File: src/sv/cct_pkg.sv
// cct_pkg: shared constants, types and helpers for the character class tokenizer
// used by cct_front, cct_fifo, cct_back and char_class_tokenizer; depends on nothing
package cct_pkg;

    // size limits of one query
    localparam int QUERY_BYTES_MAX = 1024;
    localparam int TOKENS_MAX      = 1024;

    // field widths
    localparam int CFG_W   = 11;
    localparam int START_W = 10;
    localparam int LEN_W   = 11;
    localparam int IDX_W   = 10;

    // queue between classifier and tokenizer
    localparam int FIFO_DEPTH = 4;
    localparam int FIFO_AW    = 2;

    // configuration register indexes
    typedef enum logic [0:0] {
        REG_MAX_QUERY_BYTES = 1'b0,
        REG_MAX_TOKENS      = 1'b1
    } cfg_index_t;

    // class of the run that the previous byte belonged to
    typedef enum logic [1:0] {
        CLS_NONE   = 2'd0,
        CLS_LETTER = 2'd1,
        CLS_DIGIT  = 2'd2,
        CLS_HIGH   = 2'd3
    } run_class_t;

    // byte kind found by the classifier
    typedef enum logic [2:0] {
        KIND_LETTER = 3'd0,
        KIND_DIGIT  = 3'd1,
        KIND_HIGH   = 3'd2,
        KIND_SPACE  = 3'd3,
        KIND_PUNCT  = 3'd4,
        KIND_CTRL   = 3'd5
    } byte_kind_t;

    // one classified byte in the queue
    typedef struct packed {
        logic [7:0] data_byte;
        logic       dia;
        logic       last;
        byte_kind_t kind;
    } item_t;

    // clamped limits in effect
    typedef struct packed {
        logic [CFG_W-1:0] qcap;
        logic [CFG_W-1:0] tcap;
    } caps_t;

    // one result held in the output register
    typedef struct packed {
        logic [START_W-1:0] start;
        logic [LEN_W-1:0]   length;
        logic [IDX_W-1:0]   index;
        logic               last;
    } span_t;

    // zero acts as one, above the limit acts as the limit
    function automatic logic [CFG_W-1:0] clamp_cap(input logic [CFG_W-1:0] v,
                                                   input logic [CFG_W-1:0] hi);
        logic [CFG_W-1:0] r;
        if (v == '0)
            r = CFG_W'(1);
        else if (v > hi)
            r = hi;
        else
            r = v;
        return r;
    endfunction

endpackage

File: src/sv/cct_channels.sv
// cct_channels: valid/ready channel interfaces for query bytes and token spans
// depends on nothing
interface cct_byte_if;
    logic       valid;
    logic       ready;
    logic [7:0] byte_in;
    logic       diacritic_flag;
    logic       query_end;

    modport source (output valid, byte_in, diacritic_flag, query_end, input ready);
    modport sink   (input valid, byte_in, diacritic_flag, query_end, output ready);
endinterface

interface cct_span_if;
    logic        valid;
    logic        ready;
    logic [9:0]  span_start;
    logic [10:0] span_length;
    logic [9:0]  span_index;
    logic        last_of_query;

    modport source (output valid, span_start, span_length, span_index, last_of_query,
                    input ready);
    modport sink   (input valid, span_start, span_length, span_index, last_of_query,
                    output ready);
endinterface

File: src/sv/cct_front.sv
// cct_front: accepts query bytes, classifies each one and pushes it into the queue
// depends on cct_pkg and cct_byte_if
module cct_front (
    cct_byte_if.sink        byte_ch,
    input  logic            fifo_full,
    output logic            push,
    output cct_pkg::item_t  push_item
);

    cct_pkg::byte_kind_t kind;

    // byte class decode
    always_comb
    begin
        logic [7:0] c;
        c = byte_ch.byte_in;
        if (c[7])
            kind = cct_pkg::KIND_HIGH;
        else if ((c >= 8'h09 && c <= 8'h0D) || c == 8'h20)
            kind = cct_pkg::KIND_SPACE;
        else if (c >= 8'h30 && c <= 8'h39)
            kind = cct_pkg::KIND_DIGIT;
        else if ((c >= 8'h41 && c <= 8'h5A) || (c >= 8'h61 && c <= 8'h7A))
            kind = cct_pkg::KIND_LETTER;
        else if (c >= 8'h21 && c <= 8'h7E)
            kind = cct_pkg::KIND_PUNCT;
        else
            kind = cct_pkg::KIND_CTRL;
    end

    // transfer into the queue whenever it has room
    assign byte_ch.ready = !fifo_full;
    assign push          = byte_ch.valid && !fifo_full;

    assign push_item.data_byte = byte_ch.byte_in;
    assign push_item.dia       = byte_ch.diacritic_flag;
    assign push_item.last      = byte_ch.query_end;
    assign push_item.kind      = kind;

endmodule

File: src/sv/cct_fifo.sv
// cct_fifo: short queue of classified bytes between the front and back parts
// depends on cct_pkg
module cct_fifo (
    input  logic            clk,
    input  logic            rst_n,
    input  logic            push,
    input  cct_pkg::item_t  push_item,
    output logic            full,
    output logic            head_valid,
    output cct_pkg::item_t  head,
    input  logic            pop
);

    cct_pkg::item_t                 mem_reg [cct_pkg::FIFO_DEPTH];
    logic [cct_pkg::FIFO_AW-1:0]    wr_ptr_reg;
    logic [cct_pkg::FIFO_AW-1:0]    rd_ptr_reg;
    logic [cct_pkg::FIFO_AW:0]      count_reg;
    logic [cct_pkg::FIFO_AW:0]      count_next;

    assign full       = count_reg == (cct_pkg::FIFO_AW+1)'(cct_pkg::FIFO_DEPTH);
    assign head_valid = count_reg != '0;
    assign head       = mem_reg[rd_ptr_reg];

    // occupancy after this cycle's push and pop
    always_comb
    begin
        count_next = count_reg;
        if (push && !pop)
            count_next = count_reg + (cct_pkg::FIFO_AW+1)'(1);
        else if (pop && !push)
            count_next = count_reg - (cct_pkg::FIFO_AW+1)'(1);
    end

    // pointers and count
    always_ff @(posedge clk or negedge rst_n)
    begin
        if (!rst_n)
        begin
            wr_ptr_reg <= '0;
            rd_ptr_reg <= '0;
            count_reg  <= '0;
        end
        else
        begin
            if (push)
                wr_ptr_reg <= wr_ptr_reg + cct_pkg::FIFO_AW'(1);
            if (pop)
                rd_ptr_reg <= rd_ptr_reg + cct_pkg::FIFO_AW'(1);
            count_reg <= count_next;
        end
    end

    // entry storage
    always_ff @(posedge clk)
    begin
        if (push)
            mem_reg[wr_ptr_reg] <= push_item;
    end

endmodule

File: src/sv/cct_back.sv
// cct_back: tokenizer state, span decisions and the output register
// depends on cct_pkg and cct_span_if
module cct_back (
    input  logic            clk,
    input  logic            rst_n,
    input  cct_pkg::caps_t  caps,
    input  logic            head_valid,
    input  cct_pkg::item_t  head,
    output logic            pop,
    cct_span_if.source      span_ch
);

    localparam int START_W = cct_pkg::START_W;
    localparam int LEN_W   = cct_pkg::LEN_W;
    localparam int IDX_W   = cct_pkg::IDX_W;

    // tokenizer state
    cct_pkg::run_class_t    cls_reg,   cls_next;
    logic [7:0]             prev_reg,  prev_next;
    logic                   open_reg,  open_next;
    logic [START_W-1:0]     start_reg, start_next;
    logic [LEN_W-1:0]       pos_reg,   pos_next;
    logic [LEN_W-1:0]       count_reg, count_next;
    logic                   second_reg, second_next;

    // output register
    logic                   out_valid_reg, out_valid_next;
    cct_pkg::span_t         out_reg, out_next;

    // per byte decision
    logic                   in_range;
    logic [LEN_W-1:0]       pos_after;
    logic                   close_now, single_now, flush_now;
    logic                   open_after;
    logic [START_W-1:0]     start_after;
    cct_pkg::run_class_t    cls_after, run_cls;
    logic [7:0]             prev_after;
    logic [LEN_W-1:0]       close_len, flush_len, count_inc;
    logic                   a0_valid, a1_valid, k0, k1;
    logic [START_W-1:0]     a0_start, a1_start;
    logic [LEN_W-1:0]       a0_len, a1_len;
    cct_pkg::span_t         r0, r1;
    logic                   has_r0, slot_free, load;

    // what the head byte does to the open token
    always_comb
    begin
        in_range    = pos_reg < caps.qcap;
        pos_after   = in_range ? pos_reg + LEN_W'(1) : pos_reg;
        close_now   = 1'b0;
        single_now  = 1'b0;
        open_after  = open_reg;
        start_after = start_reg;
        cls_after   = cls_reg;
        prev_after  = prev_reg;
        run_cls     = (head.kind == cct_pkg::KIND_DIGIT) ? cct_pkg::CLS_DIGIT
                                                         : cct_pkg::CLS_LETTER;
        if (in_range)
        begin
            prev_after = head.data_byte;
            unique case (head.kind) inside
                cct_pkg::KIND_HIGH:
                begin
                    close_now = open_reg && !head.dia && cls_reg != cct_pkg::CLS_NONE
                                && cls_reg != cct_pkg::CLS_HIGH;
                    if (!open_reg || close_now)
                    begin
                        open_after  = 1'b1;
                        start_after = pos_reg[START_W-1:0];
                    end
                    cls_after = cct_pkg::CLS_HIGH;
                end
                cct_pkg::KIND_LETTER, cct_pkg::KIND_DIGIT:
                begin
                    close_now = open_reg && cls_reg != cct_pkg::CLS_NONE
                                && cls_reg != run_cls;
                    if (!open_reg || close_now)
                    begin
                        open_after  = 1'b1;
                        start_after = pos_reg[START_W-1:0];
                    end
                    cls_after = run_cls;
                end
                cct_pkg::KIND_SPACE:
                begin
                    // a repeated whitespace byte adds nothing
                    if (prev_reg != head.data_byte)
                    begin
                        close_now  = open_reg;
                        single_now = 1'b1;
                        open_after = 1'b0;
                    end
                    cls_after = cct_pkg::CLS_NONE;
                end
                cct_pkg::KIND_PUNCT:
                begin
                    close_now  = open_reg;
                    single_now = 1'b1;
                    open_after = 1'b0;
                    cls_after  = cct_pkg::CLS_NONE;
                end
                default:
                begin
                    // control bytes stay inside the token
                    cls_after = cct_pkg::CLS_LETTER;
                end
            endcase
        end
        flush_now = head.last && open_after;
        close_len = pos_reg - {1'b0, start_reg};
        flush_len = pos_after - {1'b0, start_after};
    end

    // order the spans: closed token, one-byte token, flushed token
    always_comb
    begin
        a0_valid = close_now || single_now || flush_now;
        a1_valid = close_now && (single_now || flush_now);
        if (close_now)
        begin
            a0_start = start_reg;
            a0_len   = close_len;
        end
        else if (single_now)
        begin
            a0_start = pos_reg[START_W-1:0];
            a0_len   = LEN_W'(1);
        end
        else
        begin
            a0_start = start_after;
            a0_len   = flush_len;
        end
        if (single_now)
        begin
            a1_start = pos_reg[START_W-1:0];
            a1_len   = LEN_W'(1);
        end
        else
        begin
            a1_start = start_after;
            a1_len   = flush_len;
        end
        count_inc = count_reg + LEN_W'(1);
        k0        = a0_valid && count_reg < caps.tcap;
        k1        = a1_valid && count_inc < caps.tcap;
        has_r0    = k0 || head.last;
    end

    // result words, the end marker when the last byte keeps nothing
    always_comb
    begin
        if (k0)
        begin
            r0.start  = a0_start;
            r0.length = a0_len;
            r0.index  = count_reg[IDX_W-1:0];
            r0.last   = head.last && !k1;
        end
        else
        begin
            r0.start  = '0;
            r0.length = '0;
            r0.index  = '0;
            r0.last   = 1'b1;
        end
        r1.start  = a1_start;
        r1.length = a1_len;
        r1.index  = count_inc[IDX_W-1:0];
        r1.last   = head.last;
    end

    // sequencing: a byte with two spans holds the head until its second span is loaded
    always_comb
    begin
        slot_free   = !out_valid_reg || span_ch.ready;
        pop         = 1'b0;
        load        = 1'b0;
        second_next = second_reg;
        out_next    = out_reg;
        if (head_valid)
        begin
            if (!has_r0)
                pop = 1'b1;
            else if (slot_free)
            begin
                load = 1'b1;
                if (k1 && !second_reg)
                begin
                    out_next    = r0;
                    second_next = 1'b1;
                end
                else
                begin
                    out_next    = second_reg ? r1 : r0;
                    second_next = 1'b0;
                    pop         = 1'b1;
                end
            end
        end
        if (load)
            out_valid_next = 1'b1;
        else if (span_ch.ready)
            out_valid_next = 1'b0;
        else
            out_valid_next = out_valid_reg;
    end

    // state after the head byte retires
    always_comb
    begin
        cls_next   = cls_reg;
        prev_next  = prev_reg;
        open_next  = open_reg;
        start_next = start_reg;
        pos_next   = pos_reg;
        count_next = count_reg;
        if (pop)
        begin
            if (head.last)
            begin
                cls_next   = cct_pkg::CLS_NONE;
                prev_next  = '0;
                open_next  = 1'b0;
                start_next = '0;
                pos_next   = '0;
                count_next = '0;
            end
            else
            begin
                cls_next   = cls_after;
                prev_next  = prev_after;
                open_next  = open_after;
                start_next = start_after;
                pos_next   = pos_after;
                count_next = count_reg + LEN_W'(k0) + LEN_W'(k1);
            end
        end
    end

    // control and state registers
    always_ff @(posedge clk or negedge rst_n)
    begin
        if (!rst_n)
        begin
            cls_reg       <= cct_pkg::CLS_NONE;
            prev_reg      <= '0;
            open_reg      <= 1'b0;
            start_reg     <= '0;
            pos_reg       <= '0;
            count_reg     <= '0;
            second_reg    <= 1'b0;
            out_valid_reg <= 1'b0;
        end
        else
        begin
            cls_reg       <= cls_next;
            prev_reg      <= prev_next;
            open_reg      <= open_next;
            start_reg     <= start_next;
            pos_reg       <= pos_next;
            count_reg     <= count_next;
            second_reg    <= second_next;
            out_valid_reg <= out_valid_next;
        end
    end

    // output payload
    always_ff @(posedge clk)
    begin
        out_reg <= out_next;
    end

    assign span_ch.valid         = out_valid_reg;
    assign span_ch.span_start    = out_reg.start;
    assign span_ch.span_length   = out_reg.length;
    assign span_ch.span_index    = out_reg.index;
    assign span_ch.last_of_query = out_reg.last;

endmodule

File: src/sv/char_class_tokenizer.sv
// char_class_tokenizer: splits query bytes into token spans by character class
// depends on cct_pkg, cct_channels, cct_front, cct_fifo and cct_back
//
//   channel   dir   transfer when        payload
//   byte_ch   in    valid && ready       byte_in, diacritic_flag, query_end
//   span_ch   out   valid && ready       span_start, span_length, span_index, last_of_query
//   cfg       in    cfg_we               cfg_index, cfg_data (no read-back)
//
// one byte per cycle sustained while span_ch is ready; a byte that yields two spans holds
// the back part until both are loaded, limited by the single output register
// from byte transfer to its first span the path runs through the queue and the output register
// the four-entry queue absorbs output stalls; byte_ch.ready drops only when it is full
// reset clears the token state and sets both limits to 1024; no clearing pass
module char_class_tokenizer (
    input  logic        clk,
    input  logic        rst_n,
    cct_byte_if.sink    byte_ch,
    cct_span_if.source  span_ch,
    input  logic        cfg_we,
    input  logic [0:0]  cfg_index,
    input  logic [10:0] cfg_data
);

    localparam int CFG_W = cct_pkg::CFG_W;

    logic [CFG_W-1:0]   qcap_reg;
    logic [CFG_W-1:0]   tcap_reg;
    cct_pkg::caps_t     caps;
    logic               fifo_full;
    logic               push;
    cct_pkg::item_t     push_item;
    logic               head_valid;
    cct_pkg::item_t     head;
    logic               pop;

    // limit registers, stored already clamped
    always_ff @(posedge clk or negedge rst_n)
    begin
        if (!rst_n)
        begin
            qcap_reg <= CFG_W'(cct_pkg::QUERY_BYTES_MAX);
            tcap_reg <= CFG_W'(cct_pkg::TOKENS_MAX);
        end
        else if (cfg_we)
        begin
            unique case (cct_pkg::cfg_index_t'(cfg_index))
                cct_pkg::REG_MAX_QUERY_BYTES:
                    qcap_reg <= cct_pkg::clamp_cap(cfg_data,
                                                   CFG_W'(cct_pkg::QUERY_BYTES_MAX));
                cct_pkg::REG_MAX_TOKENS:
                    tcap_reg <= cct_pkg::clamp_cap(cfg_data,
                                                   CFG_W'(cct_pkg::TOKENS_MAX));
                default:
                begin
                end
            endcase
        end
    end

    assign caps.qcap = qcap_reg;
    assign caps.tcap = tcap_reg;

    // classifier
    cct_front u_front (
        .byte_ch   (byte_ch),
        .fifo_full (fifo_full),
        .push      (push),
        .push_item (push_item)
    );

    // queue
    cct_fifo u_fifo (
        .clk        (clk),
        .rst_n      (rst_n),
        .push       (push),
        .push_item  (push_item),
        .full       (fifo_full),
        .head_valid (head_valid),
        .head       (head),
        .pop        (pop)
    );

    // tokenizer
    cct_back u_back (
        .clk        (clk),
        .rst_n      (rst_n),
        .caps       (caps),
        .head_valid (head_valid),
        .head       (head),
        .pop        (pop),
        .span_ch    (span_ch)
    );

    // an empty span is only ever the end marker
    assert property (@(posedge clk) disable iff (!rst_n)
        span_ch.valid && span_ch.span_length == '0 |->
            span_ch.last_of_query && span_ch.span_start == '0 && span_ch.span_index == '0)
        else $error("empty span that is not an end marker");

    // token ordinal stays under the token limit
    assert property (@(posedge clk) disable iff (!rst_n)
        span_ch.valid |-> {1'b0, span_ch.span_index} < tcap_reg)
        else $error("span index past the token limit");

    // span lies within the examined bytes
    assert property (@(posedge clk) disable iff (!rst_n)
        span_ch.valid |->
            ({2'b00, span_ch.span_start} + {1'b0, span_ch.span_length}) <= {1'b0, qcap_reg})
        else $error("span reaches past the length limit");

endmodule
File: src/flat_wrapper.sv
// flat-port wrapper written by rule: the top's interface ports become plain ports
module char_class_tokenizer_flat 
  (clk, rst_n, cfg_we, cfg_index, cfg_data, byte_ch_valid, byte_ch_byte_in, byte_ch_diacritic_flag, byte_ch_query_end, byte_ch_ready, span_ch_valid, span_ch_span_start, span_ch_span_length, span_ch_span_index, span_ch_last_of_query, span_ch_ready);
  cct_byte_if byte_ch_i ();
  cct_span_if span_ch_i ();
  input  logic clk;
  input  logic rst_n;
  input  logic cfg_we;
  input  logic [0:0] cfg_index;
  input  logic [10:0] cfg_data;
  input wire logic [$bits(byte_ch_i.valid)-1:0] byte_ch_valid;
  input wire logic [$bits(byte_ch_i.byte_in)-1:0] byte_ch_byte_in;
  input wire logic [$bits(byte_ch_i.diacritic_flag)-1:0] byte_ch_diacritic_flag;
  input wire logic [$bits(byte_ch_i.query_end)-1:0] byte_ch_query_end;
  output wire logic [$bits(byte_ch_i.ready)-1:0] byte_ch_ready;
  output wire logic [$bits(span_ch_i.valid)-1:0] span_ch_valid;
  output wire logic [$bits(span_ch_i.span_start)-1:0] span_ch_span_start;
  output wire logic [$bits(span_ch_i.span_length)-1:0] span_ch_span_length;
  output wire logic [$bits(span_ch_i.span_index)-1:0] span_ch_span_index;
  output wire logic [$bits(span_ch_i.last_of_query)-1:0] span_ch_last_of_query;
  input wire logic [$bits(span_ch_i.ready)-1:0] span_ch_ready;
  assign byte_ch_i.valid = byte_ch_valid;
  assign byte_ch_i.byte_in = byte_ch_byte_in;
  assign byte_ch_i.diacritic_flag = byte_ch_diacritic_flag;
  assign byte_ch_i.query_end = byte_ch_query_end;
  assign byte_ch_ready = byte_ch_i.ready;
  assign span_ch_valid = span_ch_i.valid;
  assign span_ch_span_start = span_ch_i.span_start;
  assign span_ch_span_length = span_ch_i.span_length;
  assign span_ch_span_index = span_ch_i.span_index;
  assign span_ch_last_of_query = span_ch_i.last_of_query;
  assign span_ch_i.ready = span_ch_ready;
  char_class_tokenizer u_core (.clk(clk), .rst_n(rst_n), .byte_ch(byte_ch_i), .span_ch(span_ch_i), .cfg_we(cfg_we), .cfg_index(cfg_index), .cfg_data(cfg_data));
endmodule
File: config.mk
export PLATFORM = sky130hd
export DESIGN_NAME = char_class_tokenizer_flat
export DESIGN_NICKNAME = d
export VERILOG_FILES = /design/src/sv/cct_pkg.sv /design/src/sv/cct_channels.sv /design/src/sv/cct_front.sv /design/src/sv/cct_fifo.sv /design/src/sv/cct_back.sv /design/src/sv/char_class_tokenizer.sv /design/src/flat_wrapper.sv
export SDC_FILE = /design/constraint.sdc
export NUM_CORES = 1
export LEC_CHECK = 0
export ABC_AREA = 1
export BUFFER_PORTS_ARGS = -buffer_cell sky130_fd_sc_hd__buf_4
export CAP_MARGIN = 5
export CORE_MARGIN = 2
export CORE_UTILIZATION = 56
export DETAILED_ROUTE_END_ITERATION = 10
export PLACE_DENSITY = 0.77
export SETUP_SLACK_MARGIN = 0.2
export SLEW_MARGIN = 0
export SYNTH_ARGS = -nofsm -noshare
export SYNTH_HDL_FRONTEND = slang
export SYNTH_SLANG_ARGS = --single-unit
File: constraint.sdc
create_clock -name clk -period 3.8 [get_ports clk]
set_clock_uncertainty 0.1 [all_clocks]
set_input_delay 0.19 -clock clk [delete_from_list [all_inputs] [get_ports clk]]
set_output_delay 0.19 -clock clk [all_outputs]
set_load 0.02 [all_outputs]
==> results.sh <==
export IMPL_run_status="completed"
export IMPL_grt_usage_pct=27.90
export IMPL_hold_path_class="in -> reg"
export IMPL_worst_endpoint_required_ns=3.88
export IMPL_coreArea_mm2=0.01718
export IMPL_gp_congestion=0.9463
export IMPL_max_cap_viol_count=0
export IMPL_num_rows=48
export IMPL_num_nets_final=1384
export IMPL_fp_dieH_um=136.1
export IMPL_final_common_cell="nand2_1"
export IMPL_h_tree_depth=4
export IMPL_largest_reg_flops=52
export IMPL_dpl_instance_area_mm2=0.01084
export IMPL_syn_inst=1128
export IMPL_critPathCaptureType="flip-flop"
export IMPL_slowest_stage="dfstp_2"
export IMPL_cts_clk_slew_worst_paths_ns=0.07
export IMPL_async_reset_ff_share_pct=46.84
export IMPL_ys_seq_area_share_pct=44.77
export IMPL_reg2reg_slack_ns=0.07
export IMPL_path_delay_family="simple AND/OR/NAND/NOR gates"
export IMPL_syn_to_final_growth_pct=26.66
export IMPL_routedWlPerCell_um=17.24
export IMPL_path_common_cell="nand2_1"
export IMPL_final_max_slew_violation_count=0
export IMPL_synth_top_area_share_pct=25.80
export IMPL_layout_common_cells="nand2_1, buf_4, inv_1, edfxtp_1"
export IMPL_vias=8703
export IMPL_leakagePower_nw=5.655
export IMPL_cp_max_fo=7
export IMPL_multi_input_area_mm2=0.005069
export IMPL_vias_per_cell=5.677
export IMPL_tightest_slew_ns=1.333
export IMPL_grt_pass1_wl_um=40390
export IMPL_arrival_ns=3.81
export IMPL_synth_avg_cell_area_um2=8.667
export IMPL_cts_sinks=158
export IMPL_drive_gt1_share_pct=31.27
export IMPL_drc_errors=0
export IMPL_slew_headroom_pct=10.79
export IMPL_final_setup_viol_count=0
export IMPL_final_area_mm2=0.01238
export IMPL_ios=61
export IMPL_cts_path_max_buffers=2
export IMPL_antenna_found_initial=0
export IMPL_startpoint_type="flip-flop"
export IMPL_synth_ff_type="edfxtp_1"
export IMPL_synth_top_cell_by_area="edfxtp_1"
export IMPL_port_buffers=60
export IMPL_fillers=1207
export IMPL_grt_pass1_vias=8416
export IMPL_worstRegToRegCells=21
export IMPL_r2r_end="u_core.u_back.span_ch.span_length[8]$_DFFE_PP_"
export IMPL_cts_buffers=17
export IMPL_clk_latency_ns=0.44
export IMPL_synth_cell_type_count=50
export IMPL_synth_seq_cells=158
export IMPL_netlist_area_mm2=0.009777
export IMPL_dieArea_mm2=0.01853
export IMPL_peakVddDrop_v=0.0007528
export IMPL_rsz0062_at_grt="yes"
export IMPL_setup_tns_ns=0
export IMPL_synthTopCellsByArea="edfxtp_1, dfrtp_1, nand2_1"
export IMPL_grt_overflow_total=0
export IMPL_antenna_cells=0
export IMPL_dp_hpwl_um=16870
export IMPL_first_pass_iters=6
export IMPL_yosys_warnings=0
export IMPL_power_density_mw_per_mm2=842.5
export IMPL_fin_crit_sh_pct=98.11
export IMPL_wl_um=26430
export IMPL_path_cells="inv_2 > ha_4 > a21oi_2 > o21a_1 > nand3_4 > nor2_4 > nand3_4 > nand2_1 > o21ai_4 > ha_4 > fa_1 > nand3b_1 > and2_4 > inv_2 > nand3_2 > nand2_1 > nand2_1 > nand3_1 > nand2_1 > nand2_1 > nand2_1"
export IMPL_rr_startpoint="u_core.qcap_reg[10]$_DFFE_PN1P_"
export IMPL_endpoint="u_core.u_back.span_ch.span_length[8]$_DFFE_PP_"
export IMPL_crit_cells=21
export IMPL_initial_core_util_pct=56.92
export IMPL_startpoint="u_core.qcap_reg[10]$_DFFE_PN1P_"
export IMPL_drt_iter0_markers=838
export IMPL_max_freq_mhz=268.2
export IMPL_min_period_ns=3.728
export IMPL_synth_edff_count=84
export IMPL_slowest_delay_ns=0.53
export IMPL_regArea_mm2=0.004385
export IMPL_grt_max_degree=75
export IMPL_syn_nets=1217
export IMPL_antenna_left=0
export IMPL_die_w_um=136.1
export IMPL_root_buffer="clkbuf_16"
export IMPL_hold_violations=0
export IMPL_path_class="reg -> reg"
export IMPL_cts_tree="yes"
export IMPL_path_buf_inv=2
## what timing repair did
action	in CTS	in global routing
setup endpoints to repair	17	21
setup buffers	15	17
hold buffers	15	0
resized for setup	43	104
hold endpoints to repair	117	0
pin swaps	25	58
## synth_stat cells, types with 4 or more instances
| cell | n |
|---|---|
| xor2_1 | 34 |
| buf_6 | 7 |
| dfrtp_1 | 72 |
| ha_1 | 58 |
| nand2_1 | 249 |
| a21oi_1 | 56 |
| nand2_2 | 41 |
| o21ai_2 | 34 |
| nor3_1 | 15 |
| o21ai_0 | 70 |
| nor4_1 | 5 |
| or2_2 | 8 |
| a211oi_1 | 6 |
| nand3_1 | 62 |
| inv_2 | 7 |
| buf_2 | 8 |
| inv_1 | 142 |
| buf_12 | 5 |
| a211oi_2 | 4 |
| xnor2_1 | 9 |
| edfxtp_1 | 84 |
| fa_1 | 4 |
| nor2_1 | 77 |
| clkbuf_1 | 12 |
| nand4_1 | 17 |
| o22ai_1 | 7 |
## kinds of logic (layout without fill, tap and decap cells)
group           after synthesis  after routing  synth area share [%]
simple gates                486            486                 22.15
compound gates              193            193                 12.23
buf+inv                     186            366                 8.754
flops                       158            158                 44.77
fa+ha+maj                    62             62                 8.242
xor+xnor                     43             43                 3.852
## report_power, final
part | switching, mW | leakage (nW) | internal [mW]
combinational | 3.82 | 3.61 | 2.25
clock | 0.756 | 0.286 | 0.985
sequential | 0.219 | 1.76 | 2.40
## how the worst min path moves through the flow
stage	slack [ns]	endpoint	start	depth (start not counted)
2_1_floorplan	-0.21	u_core.qcap_reg[0]$_DFFE_PN0P_	rst_n	0
3_3_place_gp	0.30	u_core.u_fifo.mem_reg[2][3]$_DFFE_PP_	byte_ch_query_end	1
3_5_place_dp	0.30	u_core.u_fifo.mem_reg[0][3]$_DFFE_PP_	byte_ch_query_end	1
4_1_cts	0.02	u_core.qcap_reg[3]$_DFFE_PN0P_	cfg_data[3]	5
5_1_grt	0.04	u_core.qcap_reg[3]$_DFFE_PN0P_	cfg_data[3]	5
6_report	0.02	u_core.tcap_reg[0]$_DFFE_PN0P_	cfg_index	4
## layout make-up
class                   count  area share [%]
clock buffers              19           3.496
clock inverters            13           1.263
inverters                 151           4.658
multi-input cells         784           40.93
flip-flops and latches    158           35.41
well taps                 225           2.273
repair buffers            183           11.96
## per-layer routing
metal | vias to the layer above | wire length (um) | track usage [%]
met4 | 0 | 1027 | 11.81
li1 | 4058 | - | -
met2 | 383 | 13250 | 47.63
met1 | 4163 | 10620 | 35.20
met3 | 99 | 1529 | 4.474
met5 | - | 0 | 0
## through the flow
stage / total power, mW / hold slack, ns / cells / setup slack (ns) / utilization, %
after CTS: 9.732 / 0.01747 / 1516 / 0.1600 / 69.14
final: 10.43 / 0.02417 / 1533 / 0.07186 / 72.09
after global placement: 7.610 / 0.2995 / 1454 / -0.09446 / 63.09
after global routing: 11.06 / 0.04030 / 1533 / -0.08946 / 72.09
after floorplan: 6.270 / -0.2056 / 1128 / -0.07292 / -
after detailed placement: 7.755 / 0.3000 / 1454 / -0.2311 / 63.09
## worst reg2reg max path: cells and delay by family (launching register included)
kind                       cells  cell delay [ns]
DFF                            1             0.53
AOI/OAI and AO/OA              3             0.42
adders and majority gates      3             0.80
and+or+nand+nor               13             1.49
buffers and inverters          2             0.13
No activity file was read; power rests on OpenSTA's default activity.
